<file path="config.mk">
export PLATFORM = sky130hd
export DESIGN_NAME = pfa_exec
export DESIGN_NICKNAME = d
export VERILOG_FILES = /design/src/rtl/core/pfa_pkg.sv /design/src/rtl/core/pfa_exec.sv
export SDC_FILE = /design/constraint.sdc
export NUM_CORES = 1
export LEC_CHECK = 0
export BUFFER_PORTS_ARGS = -buffer_cell sky130_fd_sc_hd__buf_4
export CORE_ASPECT_RATIO = 0.8
export CORE_UTILIZATION = 48
export DETAILED_ROUTE_END_ITERATION = 8
export PLACE_DENSITY = 0.86
export RECOVER_POWER = 25
export SLEW_MARGIN = 20
export SYNTH_ARGS = -nofsm -noshare
export SYNTH_HDL_FRONTEND = slang
export SYNTH_SLANG_ARGS = --single-unit
</file>
<file path="constraint.sdc">
create_clock -name vclk -period 3.4
set_clock_uncertainty 0.05 [all_clocks]
set_input_delay 0.34 -clock vclk [all_inputs]
set_output_delay 0.34 -clock vclk [all_outputs]
set_load 0.005 [all_outputs]
</file>
<file path="src/rtl/core/pfa_pkg.sv">
// Shared types and constants of the page-frame allocator.
`timescale 1ns / 1ps

package pfa_pkg;

    // Default sizes, handed down through the top-level parameters.
    localparam int NUM_PAGES_DEF  = 1024;
    localparam int COUNT_BITS_DEF = 8;

    // Fixed field widths of the streams.
    localparam int ACT_W  = 3;
    localparam int PAGE_W = 16;
    localparam int ST_W   = 3;
    localparam int RC_W   = 8;
    localparam int FC_W   = 17;
    localparam int LOW_W  = 16;

    // Packed stream widths, rounded up to whole bytes.
    localparam int IN_DATA_W  = 24;
    localparam int OUT_DATA_W = 48;

    typedef enum logic [ACT_W-1:0] {
        ACT_ALLOC   = 3'd0,
        ACT_FREE    = 3'd1,
        ACT_REF_INC = 3'd2,
        ACT_REF_DEC = 3'd3,
        ACT_READ    = 3'd4
    } t_action;

    typedef enum logic [ST_W-1:0] {
        ST_OK      = 3'd0,
        ST_EMPTY   = 3'd1,
        ST_INVALID = 3'd2,
        ST_LIMIT   = 3'd3,
        ST_FULL    = 3'd4
    } t_status;

    // Control outcome of one executed request.
    typedef struct packed {
        t_status status;
        logic    cnt_we;
        logic    push;
        logic    pop;
        logic    returned;
    } t_exec_ctl;

endpackage

</file>
<file path="src/rtl/core/pfa_exec.sv">
// Request decode and count update for one allocator request.
`timescale 1ns / 1ps

module pfa_exec #(
    parameter int NUM_PAGES  = pfa_pkg::NUM_PAGES_DEF,
    parameter int COUNT_BITS = pfa_pkg::COUNT_BITS_DEF,
    parameter int PG_W       = $clog2(NUM_PAGES),
    parameter int DEPTH_W    = $clog2(NUM_PAGES + 1)
) (
    input  logic [pfa_pkg::ACT_W-1:0]  i_action,
    input  logic [pfa_pkg::PAGE_W-1:0] i_page,
    input  logic [pfa_pkg::LOW_W-1:0]  i_lowest,
    input  logic [DEPTH_W-1:0]         i_depth,
    input  logic [COUNT_BITS-1:0]      i_cnt,
    input  logic [PG_W-1:0]            i_stack_pg,
    output pfa_pkg::t_exec_ctl         o_ctl,
    output logic [PG_W-1:0]            o_cnt_addr,
    output logic [COUNT_BITS-1:0]      o_cnt_data,
    output logic [pfa_pkg::RC_W-1:0]   o_ref_count,
    output logic [pfa_pkg::PAGE_W-1:0] o_result_page
);
    import pfa_pkg::*;

    localparam logic [COUNT_BITS-1:0] COUNT_MAX = {COUNT_BITS{1'b1}};

    logic                       page_ok;
    logic [COUNT_BITS-1:0]      ref_cnt;
    logic [COUNT_BITS+RC_W-1:0] ref_wide;
    logic [PG_W+PAGE_W-1:0]     pop_wide;

    assign page_ok = (i_page >= i_lowest)
                  && ({1'b0, i_page} < (PAGE_W + 1)'(NUM_PAGES));
    assign pop_wide = {{PAGE_W{1'b0}}, i_stack_pg};
    assign ref_wide = {{RC_W{1'b0}}, ref_cnt};
    assign o_ref_count = ref_wide[RC_W-1:0];

    always_comb begin
        o_ctl         = '0;
        o_ctl.status  = ST_INVALID;
        o_cnt_addr    = i_page[PG_W-1:0];
        o_cnt_data    = '0;
        o_result_page = '0;
        ref_cnt       = '0;
        if (i_action == ACT_ALLOC) begin
            if (i_depth == '0) begin
                o_ctl.status = ST_EMPTY;
            end else begin
                // Pop the most recently freed page and give it one reference.
                o_ctl.status  = ST_OK;
                o_ctl.pop     = 1'b1;
                o_ctl.cnt_we  = 1'b1;
                o_cnt_addr    = i_stack_pg;
                o_cnt_data    = COUNT_BITS'(1);
                ref_cnt       = COUNT_BITS'(1);
                o_result_page = pop_wide[PAGE_W-1:0];
            end
        end else if (page_ok) begin
            unique case (i_action)
                ACT_FREE: begin
                    if (i_cnt > COUNT_BITS'(1)) begin
                        o_ctl.status  = ST_OK;
                        o_ctl.cnt_we  = 1'b1;
                        o_cnt_data    = i_cnt - COUNT_BITS'(1);
                        ref_cnt       = i_cnt - COUNT_BITS'(1);
                        o_result_page = i_page;
                    end else if (i_depth >= DEPTH_W'(NUM_PAGES)) begin
                        o_ctl.status = ST_FULL;
                        ref_cnt      = i_cnt;
                    end else begin
                        o_ctl.status   = ST_OK;
                        o_ctl.cnt_we   = 1'b1;
                        o_ctl.push     = 1'b1;
                        o_ctl.returned = 1'b1;
                        o_result_page  = i_page;
                    end
                end
                ACT_REF_INC: begin
                    if (i_cnt == COUNT_MAX) begin
                        o_ctl.status = ST_LIMIT;
                        ref_cnt      = i_cnt;
                    end else begin
                        o_ctl.status  = ST_OK;
                        o_ctl.cnt_we  = 1'b1;
                        o_cnt_data    = i_cnt + COUNT_BITS'(1);
                        ref_cnt       = i_cnt + COUNT_BITS'(1);
                        o_result_page = i_page;
                    end
                end
                ACT_REF_DEC: begin
                    if (i_cnt == '0) begin
                        o_ctl.status = ST_LIMIT;
                    end else begin
                        o_ctl.status  = ST_OK;
                        o_ctl.cnt_we  = 1'b1;
                        o_cnt_data    = i_cnt - COUNT_BITS'(1);
                        ref_cnt       = i_cnt - COUNT_BITS'(1);
                        o_result_page = i_page;
                    end
                end
                ACT_READ: begin
                    o_ctl.status  = ST_OK;
                    ref_cnt       = i_cnt;
                    o_result_page = i_page;
                end
                default: begin
                    o_ctl.status = ST_INVALID;
                end
            endcase
        end
    end

endmodule

</file>
==> results of run 1 <==
[cell type report]
class | count | area share
multi-input cells | 209 | 0.611
well taps | 42 | 0.0212
inverters | 27 | 0.0409
repair buffers | 109 | 0.327
[how the worst max path moves through the flow]
stage	depth (start not counted)	slack, ns	end
after floorplan	9	0.95	o_ctl[2]
after global placement	9	0.54	o_ctl[3]
after detailed placement	9	0.43	o_cnt_data[0]
after CTS	9	0.41	o_cnt_data[0]
after global routing	9	0.23	o_cnt_data[0]
final	9	0.40	o_cnt_data[0]
[placed cells by master, fill, tap and decap left out, types with 3 or more instances in the layout]
master,Yosys,final
sky130_fd_sc_hd__nand4_1,3,3
sky130_fd_sc_hd__ha_1,21,21
sky130_fd_sc_hd__o21ai_1,3,3
sky130_fd_sc_hd__and3_1,3,3
sky130_fd_sc_hd__inv_1,27,27
sky130_fd_sc_hd__nand3_1,4,4
sky130_fd_sc_hd__o211ai_1,3,3
sky130_fd_sc_hd__conb_1,1,6
sky130_fd_sc_hd__nor2_1,18,18
sky130_fd_sc_hd__or3_4,3,3
sky130_fd_sc_hd__nand2b_1,6,6
sky130_fd_sc_hd__nand2_1,24,24
sky130_fd_sc_hd__a22o_1,12,12
sky130_fd_sc_hd__a21oi_1,17,17
sky130_fd_sc_hd__mux2_2,9,8
sky130_fd_sc_hd__o21ai_0,15,15
sky130_fd_sc_hd__a31oi_1,5,5
sky130_fd_sc_hd__nor2b_1,3,3
sky130_fd_sc_hd__buf_4,7,101
sky130_fd_sc_hd__nor3_1,12,12
sky130_fd_sc_hd__clkbuf_4,0,6
[stage by stage]
step           power (uW)   util
6_report              241  0.724
4_1_cts               241  0.728
2_1_floorplan         133      -
3_5_place_dp          240  0.728
5_1_grt               266  0.724
3_3_place_gp          233  0.728
[where the power goes]
group	switching [uW]	internal [uW]	leakage [uW]
registers	0	0	0
logic	120	121	0.00121
clock network	0	0	0
[per-layer routing]
layer	global-route usage	vias up	share of wire
met5	0	-	0
met4	0.0408	0	0.0065
met3	0.0227	4	0.068
met2	0.494	85	0.46
met1	0.406	1039	0.46
li1	-	1101	-
[cell families (layout without fill, tap and decap cells)]
family,after synthesis,after routing,share of synthesized area
AND/OR/NAND/NOR,88,88,0.270
adder cells (fa/ha/maj),21,21,0.153
other,1,6,0.00219
buffers and inverters,45,136,0.124
XOR/XNOR,2,2,0.0102
multiplexers,9,9,0.0591
AO/OA/AOI/OAI,83,83,0.381
==> flow_summary.toml, run 1 <==
[clocking]
post-cts-setup-buffer-count = 0
cts_resized = 0
holdBufCountCts = 0

[logic_synthesis]
ys_types = 59
synth_common_cells = "sky130_fd_sc_hd__inv_1 (27), sky130_fd_sc_hd__nand2_1 (24), sky130_fd_sc_hd__ha_1 (21), sky130_fd_sc_hd__nor2_1 (18), sky130_fd_sc_hd__a21oi_1 (17)"
main_area_contributors_after_synthesis = "sky130_fd_sc_hd__ha_1 (15%), sky130_fd_sc_hd__a22o_1 (6.1%), sky130_fd_sc_hd__inv_1 (5.9%), sky130_fd_sc_hd__mux2_2 (5.9%), sky130_fd_sc_hd__nand2_1 (5.3%)"
yosys_warnings = 0
netlist_area_mm2 = 0.00172
synth.most_common_cell = "sky130_fd_sc_hd__inv_1"
average_size_of_a_mapped_cell_um2 = 6.89
yosysTopAreaCellShare = 0.153
synth.yosys.seq_area_share = 0
post_synth_inst_count = 249
cell_type_with_the_largest_total_area_after_synthesis = "sky130_fd_sc_hd__ha_1"

[worst_setup_path]
timing.critical_path.fanout_max = 9
crit_family = "compound AO/OA/AOI/OAI gates"
crit_chain = "buf_4, ha_1, and3_1, o21ai_0, a311o_1, a31oi_1, o211ai_1, o21ai_0, buf_4"
critical_path.max_stage_delay_ns = 0.65
timing.critical_path.required_ns = 3.01
cp.buffers_inverters = 2
worstSetupPathType = "input port to output pin"
critPathLaunch = "i_page[1]"
crit_slowest_cell = "sky130_fd_sc_hd__o211ai_1"
critPathCaptureType = "output pin"
critPathArrivalTime_ns = 2.61
setup.worst_path.start_class = "input port"

[grt]
total_congestion_overflow_after_global_routing = 0
grt_antenna_before_repair = 0
first_global_vias = 2024
wire_length_of_the_first_global_routing_pass_um = 8910
gr-usage-all-layers = 0.292
grt_start_max_net_pins = 15

[timing]
fmax_ghz = 0.334
setup-tns-final_ns = 0
timing.slew.headroom = 0.488
min_hold_slack_ns = 0.924
worst-slew-pin-transition_ns = 0.764
count_of_endpoints_failing_hold_in_the_final_timing_report = 0
post-route-period-util = 0.882
report.final.slew_viol_count = 0
timing.final.ws_setup_ns = 0.402
period_minus_slack_ns = 3.00
grt_setup_unrepaired = "no"
setup-violations-final = 0

[die]
dieArea_mm2 = 0.00382
number_of_cell_rows = 19
floorplan.die.height_um = 55.5
floorplan.initialDensity = 0.501
io_pins = 113
die-width_um = 68.8
core_mm2 = 0.00342

[job]
maxCapViolCount = 0

[power_and_ir_drop]
power_per_cell_area_mw_per_mm2 = 97.2
vdd_ir_drop_max_v = 0.0000587
leakage_uw = 0.00121

[final_layout]
final_net_count = 432
stdcell_area_mm2 = 0.00248
layout-drive-gt1-share = 0.386
seq_cell_count = 0
clk_buf_instances = 0
multi_input_comb_area_mm2 = 0.00151
area.sequential_um2 = 0
areaGrowthSynthToFinish_pct = 44.5
fill_cells = 300
instances_no_fill = 387
antenna_cells = 0

[status]
status = "complete, no violations"

[place]
detailed_place_hpwl_um = 4600
final_estimated_routing_congestion_in_global_placement = 0.884
placed_cell_area_mm2 = 0.00249
dp_cells = 387
port_buffers = 107
preCtsSetupSlack_ns = 0.433

[routing]
viasPerCell = 5.76
detail_route.drc_violations = 0
initialDrtViolationCount = 140
wirelength_um = 5580
routed_wire_length_per_instance_um = 14.4
detail_route.first_pass.iterations = 4
route.antenna.remaining_nets = 0
vias = 2229

[worst_hold_path]
min_to = "o_result_page[0]"
start_point_of_the_worst_min_delay_path = "i_page[0]"
hold_path_class = "input port to output pin"
number_of_cells_on_the_worst_hold_path = 3
(Power assumes the default switching activity.)
==> inputs of run 2 (changes only) <==
Settings changed: CORE_MARGIN set to 4, PLACE_DENSITY 0.86 to 0.92.
==> flow_summary.toml, run 2 (synthesis gave the netlist of run 1 again) <==
[status]
status = "complete, no violations"

[timing]
post-route-period-util = 0.870
setup-tns-final_ns = 0
setup-violations-final = 0
fmax_ghz = 0.338
worst-slew-pin-transition_ns = 0.844
grt_setup_unrepaired = "no"
period_minus_slack_ns = 2.96
report.final.slew_viol_count = 0
min_hold_slack_ns = 0.926
count_of_endpoints_failing_hold_in_the_final_timing_report = 0
timing.slew.headroom = 0.435

[clocking]
post-cts-setup-buffer-count = 0
holdBufCountCts = 0
cts_resized = 0

[place]
placed_cell_area_mm2 = 0.00249
detailed_place_hpwl_um = 5080
dp_cells = 387
port_buffers = 107
final_estimated_routing_congestion_in_global_placement = 0.937

[grt]
wire_length_of_the_first_global_routing_pass_um = 9310
grt_antenna_before_repair = 0
grt_start_max_net_pins = 15
gr-usage-all-layers = 0.250
first_global_vias = 2097
total_congestion_overflow_after_global_routing = 0

[power_and_ir_drop]
power_per_cell_area_mw_per_mm2 = 97.9
leakage_uw = 0.00121
vdd_ir_drop_max_v = 0.0000529

[die]
floorplan.die.height_um = 61.5
floorplan.initialDensity = 0.501
dieArea_mm2 = 0.00460
core_mm2 = 0.00342
die-width_um = 74.8
number_of_cell_rows = 19
io_pins = 113

[worst_setup_path]
timing.critical_path.required_ns = 3.01
crit_path_end = "o_cnt_data[0]"
cp.buffers_inverters = 2
timing.critical_path.fanout_max = 9
cp_num_cells = 9
critical_path.max_stage_delay_ns = 0.70
crit_family = "compound AO/OA/AOI/OAI gates"
critPathCaptureType = "output pin"
worstSetupPathType = "input port to output pin"
crit_slowest_cell = "sky130_fd_sc_hd__o211ai_1"
crit_chain = "buf_4, ha_1, and3_1, o21ai_0, a311o_1, a31oi_1, o211ai_1, o21ai_0, buf_4"
critPathArrivalTime_ns = 2.57
critPathLaunch = "i_page[2]"
setup.worst_path.start_class = "input port"

[routing]
route.antenna.remaining_nets = 0
detail_route.first_pass.iterations = 4
vias = 2315
initialDrtViolationCount = 243
detail_route.drc_violations = 0
routed_wire_length_per_instance_um = 15.8
wirelength_um = 6130
viasPerCell = 5.98

[final_layout]
seq_cell_count = 0
mostFrequentLayoutCells = "sky130_fd_sc_hd__buf_4 (100), sky130_fd_sc_hd__inv_1 (27), sky130_fd_sc_hd__nand2_1 (24)"
final_net_count = 432
instances_no_fill = 387
area.sequential_um2 = 0
layout-drive-gt1-share = 0.388
clk_buf_instances = 0
areaGrowthSynthToFinish_pct = 44.5
antenna_cells = 0
leading_cell_type_in_the_layout_fill_and_taps_excluded = "sky130_fd_sc_hd__buf_4"
stdcell_area_mm2 = 0.00248

[job]
maxCapViolCount = 0

[worst_hold_path]
hold_path_class = "input port to output pin"
## run 2: final cells by class
| type | instances | area, um^2 |
|---|---|---|
| fillers | 296 | 945 |
| well taps | 42 | 52.6 |
| repair buffers | 109 | 811 |
| multi-input cells | 209 | 1510 |
| inverters | 27 | 101 |
## run 2: metal layers
metal	up-vias	track usage	routed length (um)	share of wire
li1	1103	-	-	-
met1	1052	0.328	2440	0.40
met2	144	0.452	2960	0.48
met3	16	0.0163	588	0.096
met4	0	0.0508	134	0.022
met5	-	0	0	0
## run 2: report_power, final
group	internal [uW]	leakage [uW]	switching, uW
registers	0	0	0
clock network	0	0	0
logic	121	0.00121	121
## run 2: tightest hold or removal path, cell delays in order
cell and delay, ns:
sky130_fd_sc_hd__buf_4 0.08, sky130_fd_sc_hd__a22o_1 0.11, sky130_fd_sc_hd__buf_4 0.10
## run 2: worst min path at each step
stage	start	end	slack, ns	cells after the start
after floorplan	i_depth[10]	o_ctl[0]	0.67	1
after global placement	i_stack_pg[0]	o_cnt_addr[0]	0.92	4
after detailed placement	i_stack_pg[0]	o_cnt_addr[0]	0.93	4
after CTS	i_stack_pg[0]	o_cnt_addr[0]	0.93	4
after global routing	i_stack_pg[9]	o_result_page[9]	0.95	3
final	i_page[0]	o_result_page[0]	0.93	3
## run 2: through the flow
step / worst slack [ns] / power [uW] / utilization
floorplan: 0.954 / 133 / -
global placement: 0.500 / 232 / 0.728
detailed placement: 0.482 / 242 / 0.728
CTS: 0.472 / 243 / 0.728
global route: 0.265 / 267 / 0.724
finish: 0.444 / 243 / 0.724
